<file path="config.mk">
export PLATFORM = sky130hd
export DESIGN_NAME = rational_arith_reduce_flat
export DESIGN_NICKNAME = d
export VERILOG_FILES = /design/src/design/rar_pkg.sv /design/src/design/rar_in_if.sv /design/src/design/rar_out_if.sv /design/src/design/rar_divider.sv /design/src/design/rational_arith_reduce.sv /design/src/flat_wrapper.sv
export SDC_FILE = /design/constraint.sdc
export NUM_CORES = 2
export LEC_CHECK = 0
export ABC_AREA = 0
export BUFFER_PORTS_ARGS = -buffer_cell sky130_fd_sc_hd__buf_2
export CORE_ASPECT_RATIO = 1.25
export CORE_MARGIN = 1.5
export CORE_UTILIZATION = 40
export DETAILED_ROUTE_END_ITERATION = 6
export HOLD_SLACK_MARGIN = 0.03
export PLACE_DENSITY_LB_ADDON = 0.1
export SYNTH_ARGS = -nofsm -noshare
export SYNTH_HDL_FRONTEND = slang
export SYNTH_SLANG_ARGS = --single-unit
export TNS_END_PERCENT = 5
</file>
<file path="constraint.sdc">
create_clock -name clk -period 32.2 [get_ports clk]
set_input_delay 8.05 -clock clk [delete_from_list [all_inputs] [get_ports clk]]
set_output_delay 8.05 -clock clk [all_outputs]
set_load 0.02 [all_outputs]
</file>
<file path="src/design/rar_pkg.sv">
// Types, constants and unit request/response structs for the rational reducer.
`default_nettype none
package rar_pkg;

  localparam int WORD_BITS  = 32;
  localparam int FIELD_BITS = 32;
  localparam int CNT_BITS   = $clog2(WORD_BITS);

  typedef enum logic [1:0] {
    MODE_ADD = 2'd0,
    MODE_SUB = 2'd1,
    MODE_MUL = 2'd2,
    MODE_DIV = 2'd3
  } mode_t;

  typedef logic signed [WORD_BITS-1:0]  word_t;
  typedef logic signed [FIELD_BITS-1:0] field_t;

  typedef struct packed {
    logic  start;
    word_t dividend;
    word_t divisor;
  } div_req_t;

  typedef struct packed {
    logic  done;
    word_t quo;
    word_t rem;
  } div_rsp_t;

endpackage
`default_nettype wire

</file>
<file path="src/design/rar_in_if.sv">
// Input channel: operation code and two fractions.
`default_nettype none
interface rar_in_if;
  logic                   valid;
  logic                   ready;
  logic [1:0]             mode;
  rar_pkg::field_t        a_num;
  rar_pkg::field_t        a_den;
  rar_pkg::field_t        b_num;
  rar_pkg::field_t        b_den;

  modport source (output valid, mode, a_num, a_den, b_num, b_den, input ready);
  modport sink   (input valid, mode, a_num, a_den, b_num, b_den, output ready);
endinterface
`default_nettype wire

</file>
<file path="src/design/rar_out_if.sv">
// Output channel: reduced fraction and zero-denominator flag.
`default_nettype none
interface rar_out_if;
  logic            valid;
  logic            ready;
  rar_pkg::field_t res_num;
  rar_pkg::field_t res_den;
  logic            zero_den_error;

  modport source (output valid, res_num, res_den, zero_den_error, input ready);
  modport sink   (input valid, res_num, res_den, zero_den_error, output ready);
endinterface
`default_nettype wire

</file>
<file path="src/design/rar_divider.sv">
// Bit-serial truncated signed divider giving quotient and remainder.
`default_nettype none
module rar_divider (
  input  wire logic              clk,
  input  wire logic              rst,
  input  wire rar_pkg::div_req_t req,
  output rar_pkg::div_rsp_t      rsp
);

  localparam int W = rar_pkg::WORD_BITS;

  logic                          busy;
  logic                          done;
  logic [rar_pkg::CNT_BITS-1:0]  cnt;
  logic [W:0]                    rem_acc;
  logic [W-1:0]                  quo_sh;
  logic [W-1:0]                  dvs;
  logic                          neg_q;
  logic                          neg_r;

  logic [W:0]                    rem_sh;
  logic [W:0]                    diff;
  logic [W-1:0]                  mag_a;
  logic [W-1:0]                  mag_b;

  always_comb begin
    mag_a  = req.dividend[W-1] ? (~req.dividend + 1'b1) : req.dividend;
    mag_b  = req.divisor[W-1]  ? (~req.divisor + 1'b1)  : req.divisor;
    rem_sh = {rem_acc[W-1:0], quo_sh[W-1]};
    diff   = rem_sh - {1'b0, dvs};
  end

  always_ff @(posedge clk) begin
    if (rst) begin
      busy <= 1'b0;
      done <= 1'b0;
      cnt  <= '0;
    end else begin
      done <= 1'b0;
      if (req.start && !busy) begin
        dvs     <= mag_b;
        quo_sh  <= mag_a;
        rem_acc <= '0;
        neg_q   <= req.dividend[W-1] ^ req.divisor[W-1];
        neg_r   <= req.dividend[W-1];
        cnt     <= '0;
        busy    <= 1'b1;
      end else if (busy) begin
        // Restoring step: keep the shifted remainder when the subtract borrows.
        if (!diff[W]) begin
          rem_acc <= diff;
          quo_sh  <= {quo_sh[W-2:0], 1'b1};
        end else begin
          rem_acc <= rem_sh;
          quo_sh  <= {quo_sh[W-2:0], 1'b0};
        end
        cnt <= cnt + 1'b1;
        if (cnt == rar_pkg::CNT_BITS'(W - 1)) begin
          busy <= 1'b0;
          done <= 1'b1;
        end
      end
    end
  end

  always_comb begin
    rsp.done = done;
    rsp.quo  = neg_q ? (~quo_sh + 1'b1) : quo_sh;
    rsp.rem  = neg_r ? (~rem_acc[W-1:0] + 1'b1) : rem_acc[W-1:0];
  end

endmodule
`default_nettype wire

</file>
<file path="src/design/rational_arith_reduce.sv">
// Rational arithmetic on two fractions with Euclidean gcd reduction.
//
// Input channel in_ch carries mode (add, subtract, multiply, divide) and two
// fractions a_num/a_den and b_num/b_den. Output channel out_ch carries the
// reduced res_num/res_den and zero_den_error. Both use valid/ready; an item
// moves on a rising edge with valid and ready high.
// One shared 32x32 multiplier forms the cross products in states S_MUL0 to S_MUL2, then a
// bit-serial divider runs the Euclidean remainder loop and the two final
// divisions by the gcd.
// A zero denominator skips the gcd and returns with the error flag set and
// both result fields zero.
// One item is in work at a time; in_ch.ready is high only while idle.
// The result sits in an output register; a stalled receiver holds it there,
// and a finished item waits until that register frees up.
// Synchronous reset returns the sequencer to idle and empties the output.
`default_nettype none
module rational_arith_reduce (
  input  wire logic  clk,
  input  wire logic  rst,
  rar_in_if.sink     in_ch,
  rar_out_if.source  out_ch
);

  localparam int W = rar_pkg::WORD_BITS;
  localparam int F = rar_pkg::FIELD_BITS;

  typedef enum logic [3:0] {
    S_IDLE, S_MUL0, S_MUL1, S_MUL2, S_MUL3, S_CHECK,
    S_GCD, S_GCD_WAIT, S_QNUM, S_QNUM_WAIT, S_QDEN, S_QDEN_WAIT, S_FINISH
  } state_t;

  state_t            state;
  rar_pkg::mode_t    mode_r;
  rar_pkg::word_t    an, ad, bn, bd;
  rar_pkg::word_t    prod, num, den;
  rar_pkg::word_t    gn, gd;
  rar_pkg::word_t    q_num, q_den;
  logic              err;

  logic              out_valid;
  rar_pkg::field_t   out_num, out_den;
  logic              out_err;

  rar_pkg::word_t    mul_x, mul_y;
  rar_pkg::word_t    mul_lo;

  rar_pkg::div_req_t div_req;
  rar_pkg::div_rsp_t div_rsp;

  rar_divider u_div (
    .clk (clk),
    .rst (rst),
    .req (div_req),
    .rsp (div_rsp)
  );

  // Operand select for the shared multiplier; only the low word is kept.
  always_comb begin
    mul_x = an;
    mul_y = bd;
    unique case (state)
      S_MUL0: begin
        mul_x = an;
        mul_y = (mode_r == rar_pkg::MODE_MUL) ? bn : bd;
      end
      S_MUL1: begin
        mul_x = bn;
        mul_y = ad;
      end
      S_MUL2: begin
        mul_x = ad;
        mul_y = (mode_r == rar_pkg::MODE_DIV) ? bn : bd;
      end
      default: ;
    endcase
    mul_lo = mul_x * mul_y;
  end

  always_comb begin
    div_req.start    = 1'b0;
    div_req.dividend = gn;
    div_req.divisor  = gd;
    unique case (state)
      S_GCD:   div_req.start = (gd != '0);
      S_QNUM: begin
        div_req.start    = 1'b1;
        div_req.dividend = num;
        div_req.divisor  = gn;
      end
      S_QDEN: begin
        div_req.start    = 1'b1;
        div_req.dividend = den;
        div_req.divisor  = gn;
      end
      default: ;
    endcase
  end

  always_ff @(posedge clk) begin
    if (rst) begin
      state     <= S_IDLE;
      out_valid <= 1'b0;
    end else begin
      if (out_valid && out_ch.ready && state != S_FINISH) begin
        out_valid <= 1'b0;
      end
      unique case (state)
        S_IDLE: begin
          if (in_ch.valid) begin
            mode_r <= rar_pkg::mode_t'(in_ch.mode);
            an     <= W'(in_ch.a_num);
            ad     <= W'(in_ch.a_den);
            bn     <= W'(in_ch.b_num);
            bd     <= W'(in_ch.b_den);
            state  <= S_MUL0;
          end
        end
        S_MUL0: begin
          prod  <= mul_lo;
          state <= S_MUL1;
        end
        S_MUL1: begin
          num   <= prod;
          prod  <= mul_lo;
          state <= S_MUL2;
        end
        S_MUL2: begin
          case (mode_r)
            rar_pkg::MODE_ADD: num <= num + prod;
            rar_pkg::MODE_SUB: num <= num - prod;
            default: ;
          endcase
          prod  <= mul_lo;
          state <= S_MUL3;
        end
        S_MUL3: begin
          den   <= prod;
          state <= S_CHECK;
        end
        S_CHECK: begin
          if (ad == '0 || bd == '0 || den == '0) begin
            err   <= 1'b1;
            q_num <= '0;
            q_den <= '0;
            state <= S_FINISH;
          end else begin
            err   <= 1'b0;
            gn    <= num;
            gd    <= den;
            state <= S_GCD;
          end
        end
        S_GCD: begin
          state <= (gd == '0) ? S_QNUM : S_GCD_WAIT;
        end
        S_GCD_WAIT: begin
          if (div_rsp.done) begin
            gn    <= gd;
            gd    <= div_rsp.rem;
            state <= S_GCD;
          end
        end
        S_QNUM: state <= S_QNUM_WAIT;
        S_QNUM_WAIT: begin
          if (div_rsp.done) begin
            q_num <= div_rsp.quo;
            state <= S_QDEN;
          end
        end
        S_QDEN: state <= S_QDEN_WAIT;
        S_QDEN_WAIT: begin
          if (div_rsp.done) begin
            q_den <= div_rsp.quo;
            state <= S_FINISH;
          end
        end
        S_FINISH: begin
          if (!out_valid || out_ch.ready) begin
            out_valid <= 1'b1;
            out_num   <= F'(q_num);
            out_den   <= F'(q_den);
            out_err   <= err;
            state     <= S_IDLE;
          end
        end
        default: state <= S_IDLE;
      endcase
    end
  end

  assign in_ch.ready           = (state == S_IDLE);
  assign out_ch.valid          = out_valid;
  assign out_ch.res_num        = out_num;
  assign out_ch.res_den        = out_den;
  assign out_ch.zero_den_error = out_err;

endmodule
`default_nettype wire

</file>
<file path="src/flat_wrapper.sv">
// flat-port wrapper written by rule: the top's interface ports become plain ports
module rational_arith_reduce_flat 
  (clk, rst, in_ch_valid, in_ch_mode, in_ch_a_num, in_ch_a_den, in_ch_b_num, in_ch_b_den, in_ch_ready, out_ch_valid, out_ch_res_num, out_ch_res_den, out_ch_zero_den_error, out_ch_ready);
  rar_in_if in_ch_i ();
  rar_out_if out_ch_i ();
  input  wire logic clk;
  input  wire logic rst;
  input wire logic [$bits(in_ch_i.valid)-1:0] in_ch_valid;
  input wire logic [$bits(in_ch_i.mode)-1:0] in_ch_mode;
  input wire logic [$bits(in_ch_i.a_num)-1:0] in_ch_a_num;
  input wire logic [$bits(in_ch_i.a_den)-1:0] in_ch_a_den;
  input wire logic [$bits(in_ch_i.b_num)-1:0] in_ch_b_num;
  input wire logic [$bits(in_ch_i.b_den)-1:0] in_ch_b_den;
  output wire logic [$bits(in_ch_i.ready)-1:0] in_ch_ready;
  output wire logic [$bits(out_ch_i.valid)-1:0] out_ch_valid;
  output wire logic [$bits(out_ch_i.res_num)-1:0] out_ch_res_num;
  output wire logic [$bits(out_ch_i.res_den)-1:0] out_ch_res_den;
  output wire logic [$bits(out_ch_i.zero_den_error)-1:0] out_ch_zero_den_error;
  input wire logic [$bits(out_ch_i.ready)-1:0] out_ch_ready;
  assign in_ch_i.valid = in_ch_valid;
  assign in_ch_i.mode = in_ch_mode;
  assign in_ch_i.a_num = in_ch_a_num;
  assign in_ch_i.a_den = in_ch_a_den;
  assign in_ch_i.b_num = in_ch_b_num;
  assign in_ch_i.b_den = in_ch_b_den;
  assign in_ch_ready = in_ch_i.ready;
  assign out_ch_valid = out_ch_i.valid;
  assign out_ch_res_num = out_ch_i.res_num;
  assign out_ch_res_den = out_ch_i.res_den;
  assign out_ch_zero_den_error = out_ch_i.zero_den_error;
  assign out_ch_i.ready = out_ch_ready;
  rational_arith_reduce u_core (.clk(clk), .rst(rst), .in_ch(in_ch_i), .out_ch(out_ch_i));
endmodule
</file>
==> results.json <==
{
  "die_h_microns": 370,
  "synth.cell_area_sq_um": 43100,
  "crit_arrival_ns": 2.31,
  "cp_max_fo": 51,
  "rows": 134,
  "max_slew_margin": 0.228,
  "crit_chain": "nor2_1 > nand2_1 > inv_1 > buf_2",
  "cts_tree": "built",
  "gp_congestion": 0.927,
  "grt_antenna_before_repair": 0,
  "grt_max_degree": 89,
  "yosys-top-cells-area": "edfxtp_1 36%, fa_1 19%, ha_1 6.4%, nor2_1 5.3%, inv_1 4.3%",
  "wl_per_cell_microns": 22.0,
  "setup_viol": 0,
  "initial_core_util": 0.403,
  "core_sq_um": 107000,
  "netlist_top_cells_count": "604 x nor2_1, 518 x edfxtp_1, 492 x inv_1, 410 x fa_1, 350 x nand2_1",
  "drtIter0Drc": 1694,
  "grt_pass1_vias": 32100,
  "numCtsBuffers": 57,
  "fin_nets": 5098,
  "synth_top_area_frac": 0.361,
  "cts.sinks": 530,
  "cts.clk_slew.worst_paths_ns": 0.06,
  "postRouteWirelength_microns": 128000,
  "synth_warnings": 0,
  "setup_tns_ns": 0,
  "yosysUniqueCellTypes": 77,
  "synthMostInstantiatedCell": "nor2_1",
  "min_period_over_period": 0.322,
  "critPathLaunchType": "register",
  "finClkSkew_ns": 0.0219,
  "synth-seq-area-share": 0.367,
  "worstPathRequired_ns": 24.15,
  "cts_buffer_depth": 3,
  "n_antenna_cell": 0,
  "grt_overflow": 0,
  "grt_pass1_wl_microns": 195000,
  "synth.net_count": 4946,
  "synth_cells": 4182,
  "ys.flop_type": "edfxtp_1",
  "violations": "design-rule violations",
  "cts_root_buf": "clkbuf_16",
  "routed_via_density": 5.24,
  "clk_latency_ns": 0.64,
  "async_flop_share": 0,
  "grtUsageTotal": 0.238,
  "hold_viol": 0,
  "place.detailed.hpwl_microns": 101000,
  "area_delta_synth_final_pct": 10.8,
  "status": "finished, violations left",
  "postCtsSetupBuffers": 0,
  "port_buffers": 200,
  "die_w_microns": 297,
  "path_delay_family": "flip-flops",
  "h-tree-depth": 2,
  "die_area_sq_um": 110000,
  "dp.cells": 5703,
  "layout.cells.non_filler": 5810,
  "first_pass_iters": 7,
  "synth_edf_count": 518,
  "layout-drive-gt1-share": 0.110,
  "critPathKind": "reg -> out",
  "clock.fmax_mhz": 96.5,
  "drv_slew": 0,
  "slowest_delay_ns": 0.91,
  "worst-path-buf-inv": 2,
  "antenna_left": 0,
  "tightest_slew_ns": 1.16,
  "drc_errors": 2,
  "post-route-util": 0.447,
  "cts_resized": 0,
  "synth_area_per_cell_sq_um": 10.3,
  "synth_top_area_cell": "edfxtp_1",
  "min_path_type": "reg -> reg",
  "vias": 30500,
  "rsz0062_at_grt": "no",
  "pin_count": 201,
  "crit_slowest_cell": "dfxtp_4",
  "endpoint_kind": "output port",
  "fin_crit_ns": 10.36,
  "ys_ff_latch": 530,
  "max_cap_violations": 0,
  "postCtsHoldBufs": 0
}
path summary, 6_finish.rpt:
kind	start	endpoint	slack, ns	depth (start not counted)
setup / recovery	u_core.state[0]	in_ch_ready	21.84	4
hold / removal	u_core.q_den[20]	u_core.out_ch.res_den[20]	0.41	0
setup reg to reg	u_core.state[2]	u_core.prod[31]	22.49	28
hold reg to reg	u_core.q_den[20]	u_core.out_ch.res_den[20]	0.41	0
cell usage in the layout, fill, tap and decap left out, types with 10 or more instances in the layout:
master	count
nor2_1	601
edfxtp_1	518
inv_1	492
fa_1	410
nand2_1	349
ha_1	220
buf_2	200
o21ai_0	183
xnor2_1	159
a21oi_1	155
mux2i_1	122
xor2_1	122
buf_4	71
a21o_1	67
nor3_1	57
clkbuf_16	57
or2_2	42
nand2b_1	41
mux2_2	39
o31ai_1	34
nor4_1	34
nand3_1	29
or3_1	21
o21a_1	18
nor2b_1	18
a31oi_1	18
a222oi_1	17
and3_1	17
a22oi_1	15
o21bai_1	15
or4_1	14
and2_1	13
o41ai_1	13
nand4_1	13
dfxtp_1	10
layer usage:
| metal | vias up | global-route usage | part of all wire |
|---|---|---|---|
| li1 | 14400 | - | - |
| met1 | 15100 | 0.261 | 0.37 |
| met2 | 772 | 0.447 | 0.53 |
| met3 | 275 | 0.0234 | 0.037 |
| met4 | 0 | 0.128 | 0.061 |
| met5 | - | 0 | 0 |
worst register-to-register path: cells and delay by family, from the launching register on:
kind / cells / cell delay [ns]
buffers and inverters: 5 / 0.73
DFF: 1 / 0.48
xor gates and xnor gates: 1 / 0.21
adders and majority gates: 9 / 3.89
AOI/OAI and AO/OA: 9 / 3.00
and+or+nand+nor: 4 / 1.14
state kept, by name (all words and copies together) (netlist names), 2 cells and up:
signal / flops
u_core.gd: 32
u_core.u_div.dvs: 32
u_core.prod: 32
u_core.den: 32
u_core.state: 4
u_core.mode_r: 2
u_core.ad: 32
u_core.u_div.rem_acc: 32
u_core.q_num: 32
u_core.u_div.quo_sh: 32
u_core.q_den: 32
u_core.u_div.cnt: 5
u_core.an: 32
u_core.bn: 32
u_core.gn: 32
u_core.bd: 32
u_core.num: 32
u_core.out_ch.res_num: 32
u_core.out_ch.res_den: 32
logic make-up (layout without fill, tap and decap cells):
family                   Yosys count  count (layout)  synth area share
AO/OA/AOI/OAI                    612             612            0.0886
XOR/XNOR                         284             284            0.0587
adder cells (fa/ha/maj)          630             630             0.254
buffers and inverters            670             870            0.0600
flip-flops                       530             530             0.367
multiplexers                     162             162            0.0388
AND/OR/NAND/NOR                 1294            1294             0.133
final cells by class:
cell class | count | area [sq um]
Fill cell | 10300 | 59100
Sequential cell | 530 | 15800
Clock inverter | 40 | 442
Multi-Input combinational cell | 2982 | 24800
Clock buffer | 67 | 1480
Timing Repair Buffer | 271 | 1530
Tap cell | 1428 | 1790
Inverter | 492 | 1850
stage by stage:
step                hold WS, ns  area, sq um  worst slack, ns
finish                    0.410        47700            21.84
global route              0.420        47700            21.70
CTS                       0.406        47700            21.77
detailed placement        0.405        45800            21.62
global placement          0.401        45800            21.66
floorplan                 0.400        43100            13.70
Power is left out: the tool's default activity adds up to more than one toggle a clock period on the data nets, which glitch-free logic cannot reach.
